==> config.mk <==
export PLATFORM = sky130hd
export DESIGN_NAME = rrts_ctrl
export DESIGN_NICKNAME = d
export VERILOG_FILES = /design/src/rtl/assert_macros.svh /design/src/rtl/rrts_pkg.sv /design/src/rtl/rrts_ctrl.sv
export SDC_FILE = /design/constraint.sdc
export NUM_CORES = 1
export LEC_CHECK = 0
export ABC_AREA = 1
export BUFFER_PORTS_ARGS = -buffer_cell sky130_fd_sc_hd__buf_2
export CAP_MARGIN = 20
export CORE_MARGIN = 2
export CORE_UTILIZATION = 50
export DETAILED_ROUTE_END_ITERATION = 10
export HOLD_SLACK_MARGIN = 0.1
export PLACE_DENSITY_LB_ADDON = 0.3
export SLEW_MARGIN = 20
export SYNTH_ARGS = -nofsm -noshare
export SYNTH_HDL_FRONTEND = slang
export SYNTH_SLANG_ARGS = --single-unit
==> constraint.sdc <==
create_clock -name clk -period 2.2 [get_ports clk]
set_input_delay 0.33 -clock clk [delete_from_list [all_inputs] [get_ports clk]]
set_output_delay 0.33 -clock clk [all_outputs]
set_load 0.01 [all_outputs]
==> src/rtl/assert_macros.svh <==
// Assertion helpers used by the top-level RTL file of the scheduler.
`ifndef ASSERT_MACROS_SVH
`define ASSERT_MACROS_SVH

// Same-cycle implication, disabled during reset.
`define RRTS_ASSERT_IMP(name, clk, rst, ante, cons, msg) \
  name: assert property (@(posedge clk) disable iff (rst) (ante) |-> (cons)) \
    else $error(msg);

// Next-cycle implication, disabled during reset.
`define RRTS_ASSERT_NXT(name, clk, rst, ante, cons, msg) \
  name: assert property (@(posedge clk) disable iff (rst) (ante) |=> (cons)) \
    else $error(msg);

`endif

==> src/rtl/rrts_pkg.sv <==
// ----------------------------------------------------------------------------
// rrts_pkg
// Types, codes and constants shared by the round-robin thread scheduler.
// ----------------------------------------------------------------------------
`default_nettype none

package rrts_pkg;

  localparam int MAX_THREADS_DEF = 128;

  // Event codes.
  localparam logic [2:0] FN_SPAWN  = 3'd0;
  localparam logic [2:0] FN_TERM   = 3'd1;
  localparam logic [2:0] FN_BLOCK  = 3'd2;
  localparam logic [2:0] FN_RESUME = 3'd3;
  localparam logic [2:0] FN_SLEEP  = 3'd4;
  localparam logic [2:0] FN_TICK   = 3'd5;
  localparam logic [2:0] FN_QUERY  = 3'd6;

  // Result status codes.
  localparam logic [2:0] RS_OK     = 3'd0;
  localparam logic [2:0] RS_BAD_ID = 3'd1;
  localparam logic [2:0] RS_MAIN   = 3'd2;
  localparam logic [2:0] RS_FULL   = 3'd3;
  localparam logic [2:0] RS_ZERO   = 3'd4;
  localparam logic [2:0] RS_END    = 3'd5;

  typedef enum logic [1:0] {
    TS_FREE, TS_READY, TS_RUNNING, TS_BLOCKED
  } tstat_t;

  typedef struct packed {
    tstat_t      st;
    logic        asleep;
    logic [15:0] sleep_left;
    logic [31:0] quanta;
  } tt_entry_t;

  typedef struct packed {
    logic [2:0]  func;
    logic [6:0]  thread_id;
    logic [15:0] sleep_quanta;
  } in_item_t;

  typedef struct packed {
    logic [2:0]  status;
    logic [31:0] value;
    logic [6:0]  running_id;
    logic [31:0] total_quanta;
    logic        switched;
  } out_item_t;

  typedef enum logic [4:0] {
    CS_RST_CLR, CS_IDLE, CS_FETCH, CS_DECIDE, CS_TRM_CLR, CS_SPN_RD, CS_SPN_CHK,
    CS_RM_RD, CS_RM_WR, CS_AGE_RD, CS_AGE_WR, CS_REQ_RD, CS_REQ_WR, CS_DSP,
    CS_DSP_Q, CS_DSP_WR, CS_SLP_RD, CS_SLP_WR, CS_DONE
  } ctl_state_t;

  typedef enum logic [4:0] {
    OP_NONE, OP_LOAD, OP_CLR, OP_RD_TGT, OP_RD_IDX, OP_RD_CUR, OP_SET_ST,
    OP_FREE, OP_WR_TGT, OP_QUERY, OP_SPAWN, OP_IDX_INC, OP_RM_RD, OP_RM_STEP,
    OP_RM_END, OP_AGE, OP_REQ, OP_DSP_RD, OP_POP, OP_DSP_WR, OP_SLP_WR, OP_EMIT
  } dp_op_t;

  typedef struct packed {
    dp_op_t     op;
    logic       idx_clr;
    logic [2:0] code;
    tstat_t     tstat;
    logic       push;
  } dp_cmd_t;

  typedef struct packed {
    logic [2:0] func;
    logic       tgt_valid;
    tstat_t     tgt_st;
    logic       tgt_main;
    logic       tgt_cur;
    logic       live_full;
    logic       n_zero;
    logic       cur_main;
    logic       idx_last;
    logic       rm_end;
    logic       q_empty;
    logic       rd_free;
    logic       out_free;
  } dp_sts_t;

endpackage

`default_nettype wire

==> src/rtl/rrts_ctrl.sv <==
// ----------------------------------------------------------------------------
// rrts_ctrl
// Sequencer of the scheduler: decodes each event and steps the datapath.
// ----------------------------------------------------------------------------
`default_nettype none

module rrts_ctrl (
  input  wire               clk,
  input  wire               rst,
  input  wire               req_valid,
  output logic              req_stall,
  input  rrts_pkg::dp_sts_t sts,
  output rrts_pkg::dp_cmd_t cmd
);

  rrts_pkg::ctl_state_t state, state_next;

  always_ff @(posedge clk) begin
    if (rst) state <= rrts_pkg::CS_RST_CLR;
    else     state <= state_next;
  end

  assign req_stall = (state != rrts_pkg::CS_IDLE);

  always_comb begin
    state_next = state;
    unique case (state)
      rrts_pkg::CS_RST_CLR: if (sts.idx_last) state_next = rrts_pkg::CS_IDLE;
      rrts_pkg::CS_IDLE:    if (req_valid) state_next = rrts_pkg::CS_FETCH;
      rrts_pkg::CS_FETCH:   state_next = rrts_pkg::CS_DECIDE;
      rrts_pkg::CS_DECIDE: begin
        state_next = rrts_pkg::CS_DONE;
        case (sts.func)
          rrts_pkg::FN_SPAWN:
            if (!sts.live_full) state_next = rrts_pkg::CS_SPN_RD;
          rrts_pkg::FN_TERM, rrts_pkg::FN_BLOCK: begin
            if (!sts.tgt_valid) state_next = rrts_pkg::CS_DONE;
            else if (sts.tgt_main)
              state_next = (sts.func == rrts_pkg::FN_TERM) ? rrts_pkg::CS_TRM_CLR
                                                           : rrts_pkg::CS_DONE;
            else if (sts.tgt_st == rrts_pkg::TS_BLOCKED) state_next = rrts_pkg::CS_DONE;
            else if (sts.tgt_cur && sts.tgt_st == rrts_pkg::TS_RUNNING)
              state_next = rrts_pkg::CS_AGE_RD;
            else if (sts.tgt_st == rrts_pkg::TS_READY) state_next = rrts_pkg::CS_RM_RD;
          end
          rrts_pkg::FN_SLEEP:
            if (!sts.n_zero && !sts.cur_main) state_next = rrts_pkg::CS_AGE_RD;
          rrts_pkg::FN_TICK: state_next = rrts_pkg::CS_AGE_RD;
          default: ;
        endcase
      end
      rrts_pkg::CS_TRM_CLR: if (sts.idx_last) state_next = rrts_pkg::CS_DONE;
      rrts_pkg::CS_SPN_RD:  state_next = rrts_pkg::CS_SPN_CHK;
      rrts_pkg::CS_SPN_CHK:
        state_next = (sts.rd_free || sts.idx_last) ? rrts_pkg::CS_DONE
                                                   : rrts_pkg::CS_SPN_RD;
      rrts_pkg::CS_RM_RD:
        state_next = sts.rm_end ? rrts_pkg::CS_DONE : rrts_pkg::CS_RM_WR;
      rrts_pkg::CS_RM_WR:   state_next = rrts_pkg::CS_RM_RD;
      rrts_pkg::CS_AGE_RD:  state_next = rrts_pkg::CS_AGE_WR;
      rrts_pkg::CS_AGE_WR:
        if (sts.idx_last)
          state_next = (sts.func == rrts_pkg::FN_SLEEP) ? rrts_pkg::CS_SLP_RD
                                                        : rrts_pkg::CS_REQ_RD;
        else
          state_next = rrts_pkg::CS_AGE_RD;
      rrts_pkg::CS_REQ_RD:  state_next = rrts_pkg::CS_REQ_WR;
      rrts_pkg::CS_REQ_WR:  state_next = rrts_pkg::CS_DSP;
      rrts_pkg::CS_DSP:
        state_next = sts.q_empty ? rrts_pkg::CS_DONE : rrts_pkg::CS_DSP_Q;
      rrts_pkg::CS_DSP_Q:   state_next = rrts_pkg::CS_DSP_WR;
      rrts_pkg::CS_DSP_WR:  state_next = rrts_pkg::CS_DONE;
      rrts_pkg::CS_SLP_RD:  state_next = rrts_pkg::CS_SLP_WR;
      rrts_pkg::CS_SLP_WR:  state_next = rrts_pkg::CS_DSP;
      rrts_pkg::CS_DONE:    if (sts.out_free) state_next = rrts_pkg::CS_IDLE;
      default:              state_next = rrts_pkg::CS_IDLE;
    endcase
  end

  always_comb begin
    cmd       = '0;
    cmd.op    = rrts_pkg::OP_NONE;
    cmd.tstat = rrts_pkg::TS_FREE;
    unique case (state)
      rrts_pkg::CS_RST_CLR, rrts_pkg::CS_TRM_CLR: cmd.op = rrts_pkg::OP_CLR;
      rrts_pkg::CS_IDLE:  if (req_valid) cmd.op = rrts_pkg::OP_LOAD;
      rrts_pkg::CS_FETCH: cmd.op = rrts_pkg::OP_RD_TGT;
      rrts_pkg::CS_DECIDE: begin
        cmd.idx_clr = 1'b1;
        case (sts.func)
          rrts_pkg::FN_SPAWN:
            if (sts.live_full) begin
              cmd.op   = rrts_pkg::OP_SET_ST;
              cmd.code = rrts_pkg::RS_FULL;
            end
          rrts_pkg::FN_TERM:
            if (!sts.tgt_valid) begin
              cmd.op   = rrts_pkg::OP_SET_ST;
              cmd.code = rrts_pkg::RS_BAD_ID;
            end else if (sts.tgt_main) begin
              cmd.op   = rrts_pkg::OP_SET_ST;
              cmd.code = rrts_pkg::RS_END;
            end else begin
              cmd.op   = rrts_pkg::OP_FREE;
            end
          rrts_pkg::FN_BLOCK:
            if (!sts.tgt_valid) begin
              cmd.op   = rrts_pkg::OP_SET_ST;
              cmd.code = rrts_pkg::RS_BAD_ID;
            end else if (sts.tgt_main) begin
              cmd.op   = rrts_pkg::OP_SET_ST;
              cmd.code = rrts_pkg::RS_MAIN;
            end else if (sts.tgt_st == rrts_pkg::TS_READY ||
                         (sts.tgt_cur && sts.tgt_st == rrts_pkg::TS_RUNNING)) begin
              cmd.op    = rrts_pkg::OP_WR_TGT;
              cmd.tstat = rrts_pkg::TS_BLOCKED;
            end
          rrts_pkg::FN_RESUME:
            if (!sts.tgt_valid) begin
              cmd.op   = rrts_pkg::OP_SET_ST;
              cmd.code = rrts_pkg::RS_BAD_ID;
            end else if (sts.tgt_st == rrts_pkg::TS_BLOCKED) begin
              cmd.op    = rrts_pkg::OP_WR_TGT;
              cmd.tstat = rrts_pkg::TS_READY;
              cmd.push  = 1'b1;
            end
          rrts_pkg::FN_SLEEP:
            if (sts.n_zero) begin
              cmd.op   = rrts_pkg::OP_SET_ST;
              cmd.code = rrts_pkg::RS_ZERO;
            end else if (sts.cur_main) begin
              cmd.op   = rrts_pkg::OP_SET_ST;
              cmd.code = rrts_pkg::RS_MAIN;
            end
          rrts_pkg::FN_QUERY:
            if (!sts.tgt_valid) begin
              cmd.op   = rrts_pkg::OP_SET_ST;
              cmd.code = rrts_pkg::RS_BAD_ID;
            end else begin
              cmd.op   = rrts_pkg::OP_QUERY;
            end
          default: ;
        endcase
      end
      rrts_pkg::CS_SPN_RD, rrts_pkg::CS_AGE_RD: cmd.op = rrts_pkg::OP_RD_IDX;
      rrts_pkg::CS_SPN_CHK:
        if (sts.rd_free) begin
          cmd.op   = rrts_pkg::OP_SPAWN;
        end else if (sts.idx_last) begin
          cmd.op   = rrts_pkg::OP_SET_ST;
          cmd.code = rrts_pkg::RS_FULL;
        end else begin
          cmd.op   = rrts_pkg::OP_IDX_INC;
        end
      rrts_pkg::CS_RM_RD:
        cmd.op = sts.rm_end ? rrts_pkg::OP_RM_END : rrts_pkg::OP_RM_RD;
      rrts_pkg::CS_RM_WR:  cmd.op = rrts_pkg::OP_RM_STEP;
      rrts_pkg::CS_AGE_WR: cmd.op = rrts_pkg::OP_AGE;
      rrts_pkg::CS_REQ_RD, rrts_pkg::CS_SLP_RD: cmd.op = rrts_pkg::OP_RD_CUR;
      rrts_pkg::CS_REQ_WR: cmd.op = rrts_pkg::OP_REQ;
      rrts_pkg::CS_DSP:    if (!sts.q_empty) cmd.op = rrts_pkg::OP_DSP_RD;
      rrts_pkg::CS_DSP_Q:  cmd.op = rrts_pkg::OP_POP;
      rrts_pkg::CS_DSP_WR: cmd.op = rrts_pkg::OP_DSP_WR;
      rrts_pkg::CS_SLP_WR: cmd.op = rrts_pkg::OP_SLP_WR;
      rrts_pkg::CS_DONE:   if (sts.out_free) cmd.op = rrts_pkg::OP_EMIT;
      default: ;
    endcase
  end

endmodule

`default_nettype wire

======== Word level (Yosys, flattened, before mapping) ========
Index checks and enable logic that the tools add are counted.
operators by class
  equality and inequality tests ........... 32
  multiplexer cells ....................... 59
  reduce and logical (&&, ||, !) cells .... 15
operator list
  operator                                               number
  2-to-1 mux 5 bit                                       23
  one-hot mux 5 bit (18 select lines)                    1
  one-hot mux 5 bit (16 select lines)                    1
  equality test 5 x 4 -> 1 bit, second input constant    8
  one-hot mux 5 bit (6 select lines)                     1
  2-to-1 mux 2 bit                                       12
  2-to-1 mux 3 bit                                       7
  equality test 5 x 3 -> 1 bit, second input constant    4
  one-hot mux 5 bit (4 select lines)                     1
  2-to-1 mux 4 bit                                       4
  equality test 5 bit, second input constant             3
  one-hot mux 3 bit (5 select lines)                     1
  OR reduction 2 bit                                     6
  equality test 5 x 2 -> 1 bit, second input constant    2
  equality test 3 bit, second input constant             3
  inequality test 2 bit, second input constant           4
  equality test 3 x 2 -> 1 bit, second input constant    2
  2-to-1 mux 1 bit                                       6
  one-hot mux 3 bit (2 select lines)                     1
  equality test 5 x 1 -> 1 bit, second input constant    1
  logical NOT 5 bit                                      1
  inequality test 5 x 1 -> 1 bit, second input constant  1
  equality test 2 bit, second input constant             2
  one-hot mux 2 bit (2 select lines)                     1
  7 further kinds                                        10
storage, ports and cells
  flip-flop bits (word level) ............. 5
  output and inout port bits .............. 13
  word-level logic and storage cells ...... 107

======== Longest topological paths before layout ========
Gate-level depths: netlist (run 1).
  depth after elaboration ................. 8
  mapped depth ............................ 10

======== Worst setup path after synthesis (run 1) ========
OpenSTA, ideal clock, no wires.
  kind .................................... reg-to-output
  from .................................... reg state[4]
  to ...................................... out cmd[7] (netlist bit)
  arrival ................................. 1.169 ns
  data required time ...................... 1.870 ns
  setup slack ............................. 0.701 ns
  cell stages (with the launch flop) ...... 10
  path buffers ............................ 0
  path through ............................ dfxtp_1 -> inv_2 -> nand3_2 -> inv_2 -> nand2_1 -> nand2_1 -> nor2_1 -> inv_2 -> nor3_1 -> nand2_1
RTL lines
  item                      RTL line         text
  start: declaration        rrts_ctrl.sv:16  rrts_pkg::ctl_state_t state, state_next;
  start signal: assignment  rrts_ctrl.sv:19  if (rst) state <= rrts_pkg::CS_RST_CLR;
  start signal: assignment  rrts_ctrl.sv:20  else state <= state_next;
  end: declaration          rrts_ctrl.sv:13  output rrts_pkg::dp_cmd_t cmd

==> results of run 1 <==
through the flow:
step / hold slack (ns) / cells / utilization (%) / setup WS [ns]
floorplan: 0.399 / 226 / - / 0.701
global placement: 0.520 / 283 / 63.3 / 0.381
detailed placement: 0.521 / 283 / 63.3 / 0.384
CTS: 0.260 / 287 / 64.6 / 0.189
global route: 0.271 / 287 / 64.7 / 0.0428
finish: 0.261 / 287 / 64.7 / 0.159
cells in the final DEF, fill, tap and decap left out, types with 4 or more instances in the layout:
cell	instances
inv_1	26
o21ai_0	8
nor2_1	42
a21oi_1	6
buf_2	31
dfxtp_1	5
nor3_1	4
inv_2	12
nand2_1	62
nor2_2	4
nand3_1	36
repair_timing:
action,4_1_cts,5_1_grt
hold endpoints to repair,0,0
gates resized for setup,0,1
endpoints found under the setup margin,0,1
hold buffers,0,0
logic make-up (layout without fill, tap and decap cells):
group	after synthesis	after routing
DFF	5	5
AOI/OAI and AO/OA	22	22
and+or+nand+nor	159	159
buffers and inverters	40	74
power breakdown:
| part | switching (mW) | internal (mW) | total [mW] |
|---|---|---|---|
| clock network | 0.0403 | 0.0687 | 0.109 |
| registers | 0.0232 | 0.103 | 0.127 |
| logic | 0.228 | 0.127 | 0.355 |
| total | 0.291 | 0.299 | 0.591 |
worst paths after layout:
check	cells after the start	slack, ns	end
hold reg to reg	4	0.77	state[1]
hold / removal	2	0.26	state[1]
setup reg to reg	8	0.72	state[0]
setup / recovery	8	0.16	cmd[9]
layout make-up:
class	count	area [um^2]	share of cell area [%]
flip-flops and latches	5	100	7.80
inverters	39	146	11.4
repair buffers	31	155	12.1
well taps	27	33.8	2.63
multi-input cells	181	821	64.0
clock buffers	4	26.3	2.05
routing by layer:
layer / share of wire, % / up-vias / wire length [um] / GRT usage, %
met4: 0.66 / 0 / 21 / 4.63
met5: 0 / - / 0 / 0
met2: 42 / 84 / 1330 / 39.9
li1: - / 794 / - / -
met1: 46 / 661 / 1470 / 39.5
met3: 11 / 4 / 347 / 5.95
==> impl_metrics.py, run 1 <==
metrics = {
    "timing": {
        "worstMarginPinSlew_ns": 0.325,
        "setup_violations": 0,
        "rsz0062_at_grt": "false",
        "final-hold-violation-count": 0,
        "slew_headroom_pct": 78.3,
        "final.min_clock_period_ns": 2.04,
        "maxClockFrequency_ghz": 0.490,
        "fin_skew_ns": 0.00188,
        "slew_viol_final": 0,
        "fin_crit_sh_pct": 92.8,
        "setup-tns-final_ns": 0,
    },
    "grt": {
        "antenna_found_initial": 0,
        "grt_max_degree": 11,
        "grt-ovfl-total": 0,
        "grt_usage_pct": 26.8,
        "grt_pass1_wl_um": 5380,
        "grt_pass1_vias": 1313,
    },
    "die": {
        "die_x_um": 50.3,
        "ios": 32,
        "die_h_um": 50.3,
        "die_area_um2": 2530,
        "initial_core_util_pct": 54.0,
        "num_rows": 16,
        "core-area_um2": 1980,
    },
    "power": {
        "power.density_nw_per_um2": 461,
        "ir_drop_mv": 0.574,
        "cellLeakagePower_nw": 0.795,
        "total_power_uw": 591,
    },
    "synthesis": {
        "yosysTopAreaCellShare_pct": 21.8,
        "synth.mux.area_fraction_pct": 0,
        "synth_nets": 245,
        "synth_area_um2": 1070,
        "synth.most_common_cell": "nand2_1",
        "ys_seq_elements": 5,
        "yosys-top-cells-count": "62 x nand2_1, 43 x nor2_1, 36 x nand3_1",
        "synth_top_area_cell": "nand2_1",
        "synthAdderAreaFrac_pct": 0,
        "synthTopCellsByArea": "nand2_1 22%, nand3_1 17%, nor2_1 15%, dfxtp_1 9.4%, inv_1 9.1%",
        "ys.flop_type": "dfxtp_1",
        "synth_cell_types": 23,
        "synth_edf_count": 0,
        "synth_top_family_by_area": "simple AND/OR/NAND/NOR gates",
        "synth_async_sr_flop_share_pct": 0,
        "synth_compound_area_share_pct": 11.5,
        "synth-xor-area-share_pct": 0,
        "synth_simple_gate_area_share_pct": 65.0,
        "synth-warning-count": 0,
        "synth_area_per_cell_um2": 4.73,
        "ys_seq_area_share_pct": 9.36,
        "synth_cells": 226,
    },
    "worst_setup_path": {
        "critPathKind": "reg2out",
        "path_common_cell": "inv_2",
        "start_kind": "register",
        "arrival_ns": 1.71,
        "cp-end-kind": "output pin",
        "r2r_start": "state[2]",
        "crit_required_ns": 1.87,
        "worst_path_dominant_cell_family": "simple AND/OR/NAND/NOR gates",
        "crit_start": "state[4]",
        "critPathMaxStageDelay_ns": 0.45,
        "critPathMaxFanout": 6,
        "slowest_stage": "dfxtp_1",
        "cp_cell_sequence": "inv_2 > nand3_2 > inv_2 > nand2_1 > inv_1 > nor4_1 > nand3_1 > buf_2",
        "crit_buf_inv": 4,
    },
    "routing": {
        "drc": 0,
        "drtIter0Drc": 123,
        "totalWireLength_um": 3170,
        "viasPerCell": 5.38,
        "final_antenna_net_count": 0,
        "num_vias": 1543,
        "wl_per_cell_um": 11.0,
        "firstDrtPassIters": 5,
    },
    "clocking": {
        "cts_tree": "built",
        "htreeDepth": 1,
        "root_buffer": "clkbuf_4",
        "clk_pin_slew_ns": 0.04,
        "clk_path_buf_depth": 2,
        "clock_latency_ns": 0.25,
        "post_cts_buffers": 0,
        "cts_made_buffers": 3,
        "cts_sinks": 5,
    },
    "final_layout": {
        "antenna_cells": 0,
        "area_delta_synth_final_pct": 19.9,
        "reg_top3": "state x5",
        "largest_reg_flops": 5,
        "fin_area_um2": 1280,
        "fin_nets": 280,
        "largest_register": "state",
        "fill_cells": 213,
        "drive_above_1_share_pct": 21.9,
    },
    "place": {
        "placed_area_um2": 1250,
        "dp_hpwl_um": 2690,
        "io_buffers": 31,
        "routabilityCongestion": 0.942,
    },
    "min_path": {
        "min_path_type": "in2reg",
        "min-delay-start": "rst",
    },
    "run": {
        "max_cap_viol_count": 0,
    },
    "run_status": {
        "status": "finished clean",
    },
}
Note: power is estimated with default switching activity, not from simulation.
==> inputs of run 2 (changes only) <==
--- a/config.mk
+++ b/config.mk
@@ -8,7 +8,6 @@
 export ABC_AREA = 1
 export BUFFER_PORTS_ARGS = -buffer_cell sky130_fd_sc_hd__buf_2
 export CAP_MARGIN = 20
-export CORE_MARGIN = 2
 export CORE_UTILIZATION = 50
 export DETAILED_ROUTE_END_ITERATION = 10
 export HOLD_SLACK_MARGIN = 0.1
==> run 2 against run 1 <==
Critical path depth is 1 lower. Count of clock-buffer cells in the layout unchanged. Non-clock buffer count did not move. Sequential power is essentially flat. Global-route usage increased by 3.0 points.
==> impl_metrics.py, run 2 (same netlist as run 1, synthesis figures left out) <==
metrics = {
    "run_status": {
        "status": "finished clean",
    },
    "routing": {
        "wl_per_cell_um": 11.2,
        "totalWireLength_um": 3220,
        "final_antenna_net_count": 0,
        "drtIter0Drc": 86,
        "drc": 0,
        "viasPerCell": 5.33,
        "num_vias": 1530,
        "firstDrtPassIters": 5,
    },
    "clocking": {
        "cts_sinks": 5,
        "clk_pin_slew_ns": 0.04,
        "clock_latency_ns": 0.24,
        "cts_made_buffers": 3,
        "root_buffer": "clkbuf_4",
        "clk_path_buf_depth": 2,
        "post_cts_buffers": 0,
        "htreeDepth": 1,
        "cts_resized": 0,
        "cts_tree": "built",
        "holdBufCountCts": 0,
    },
    "place": {
        "dp_hpwl_um": 2740,
        "routabilityCongestion": 0.984,
        "dp.cells": 283,
        "io_buffers": 31,
    },
    "die": {
        "num_rows": 16,
        "initial_core_util_pct": 54.0,
        "die_x_um": 48.3,
        "core-area_um2": 1980,
        "die_area_um2": 2330,
        "die_h_um": 48.3,
        "ios": 32,
    },
    "worst_setup_path": {
        "slowest_stage": "dfxtp_1",
        "crit_buf_inv": 3,
        "arrival_ns": 1.70,
        "cp_cell_sequence": "nand3_1 > nor2_1 > inv_1 > nor3_1 > inv_1 > o21ai_0 > buf_2",
        "crit_required_ns": 1.87,
        "crit_start": "state[1]",
        "worst_path_dominant_cell_family": "simple AND/OR/NAND/NOR gates",
        "cp-end-kind": "output pin",
        "r2r_start": "state[4]",
        "critPathKind": "reg2out",
        "critPathMaxStageDelay_ns": 0.45,
        "path_common_cell": "inv_1",
        "critPathMaxFanout": 5,
        "start_kind": "register",
    },
    "timing": {
        "fin_skew_ns": 0.00160,
        "final.min_clock_period_ns": 2.03,
        "worstMarginPinSlew_ns": 0.328,
        "maxClockFrequency_ghz": 0.492,
        "fin_crit_sh_pct": 92.4,
        "rsz0062_at_grt": "false",
        "slew_viol_final": 0,
        "setup-tns-final_ns": 0,
        "final-hold-violation-count": 0,
        "setup_violations": 0,
        "whs_ns": 0.268,
        "slew_headroom_pct": 78.1,
    },
    "final_layout": {
        "multiInputGateArea_um2": 818,
        "reg_top3": "state x5",
        "drive_above_1_share_pct": 21.5,
        "fill_cells": 215,
        "area_delta_synth_final_pct": 19.6,
        "layoutNonFillerInstCount": 287,
        "antenna_cells": 0,
        "fin_nets": 280,
        "largest_register": "state",
        "mostFrequentLayoutCell": "nand2_1",
        "seq_area_um2": 100,
        "largest_reg_flops": 5,
        "final_cell_mix": "62 x nand2_1, 43 x nor2_1, 36 x nand3_1",
    },
    "power": {
        "p_seq_share_pct": 21.4,
        "clkPwrFrac_pct": 18.0,
        "p_comb_share_pct": 60.6,
        "cellLeakagePower_nw": 0.795,
        "ir_drop_mv": 0.633,
        "p_sw_uw": 293,
        "power.density_nw_per_um2": 463,
        "p_sw_share_pct": 49.5,
        "internal-power_uw": 299,
    },
    "grt": {
        "grt_pass1_wl_um": 4860,
        "grt-ovfl-total": 0,
        "grt_usage_pct": 29.8,
        "antenna_found_initial": 0,
        "grt_max_degree": 11,
        "grt_pass1_vias": 1166,
    },
    "run": {
        "max_cap_viol_count": 0,
    },
    "min_path": {
        "min_path_type": "in2reg",
        "min-delay-start": "rst",
    },
}
[run 2: cell types whose count changed in the layout (fill, tap and decap cells not counted)]
cell	change
nor2_2	-1
nor2_1	+1
[run 2: stage by stage]
| stage | utilization (%) | area (um^2) | worst slack, ns | power [mW] |
|---|---|---|---|---|
| 2_1_floorplan | - | 1070 | 0.701 | 0.371 |
| 3_3_place_gp | 63.3 | 1250 | 0.352 | 0.481 |
| 3_5_place_dp | 63.3 | 1250 | 0.370 | 0.479 |
| 4_1_cts | 64.6 | 1280 | 0.190 | 0.590 |
| 5_1_grt | 64.6 | 1280 | 0.000461 | 0.653 |
| 6_report | 64.6 | 1280 | 0.168 | 0.593 |
[run 2: layout make-up]
class,instances,area share (%)
clock buffer,4,2.05
inverter,39,11.4
multi-input combinational,181,63.9
sequential,5,7.82
tap,27,2.64
timing repair buffer,31,12.1
[run 2: worst paths after layout]
check / to / slack (ns) / cells past startpoint
min: state[1] / 0.27 / 2
max reg2reg: state[2] / 0.71 / 9
min reg2reg: state[1] / 0.75 / 4
max: cmd[4] / 0.17 / 7
[run 2: power groups by stage]
stage                     sequential, mW  clock, mW  combinational (mW)
after CTS                          0.126      0.109               0.355
after detailed placement           0.128          0               0.352
final                              0.127      0.107               0.359
after global placement             0.127          0               0.354
after global routing               0.128      0.124               0.400
after floorplan                    0.123          0               0.248
[run 2: worst register-to-register path: stages (launching register included)]
cell and delay [ns]:
dfxtp_1 0.43, inv_2 0.11, nand3_1 0.13, nor2_1 0.09, nand3_1 0.08, nand2_1 0.10
nor2_1 0.17, nand3_1 0.10, o21ai_1 0.13, inv_1 0.05
[run 2: routing by layer]
metal / GRT usage (%) / routed length (um) / vias to the layer above
met2: 44.3 / 1300 / 74
met3: 7.04 / 293 / 2
li1: - / - / 797
met1: 45.8 / 1620 / 657
met5: 0 / 0 / -
met4: 0 / 16 / 0
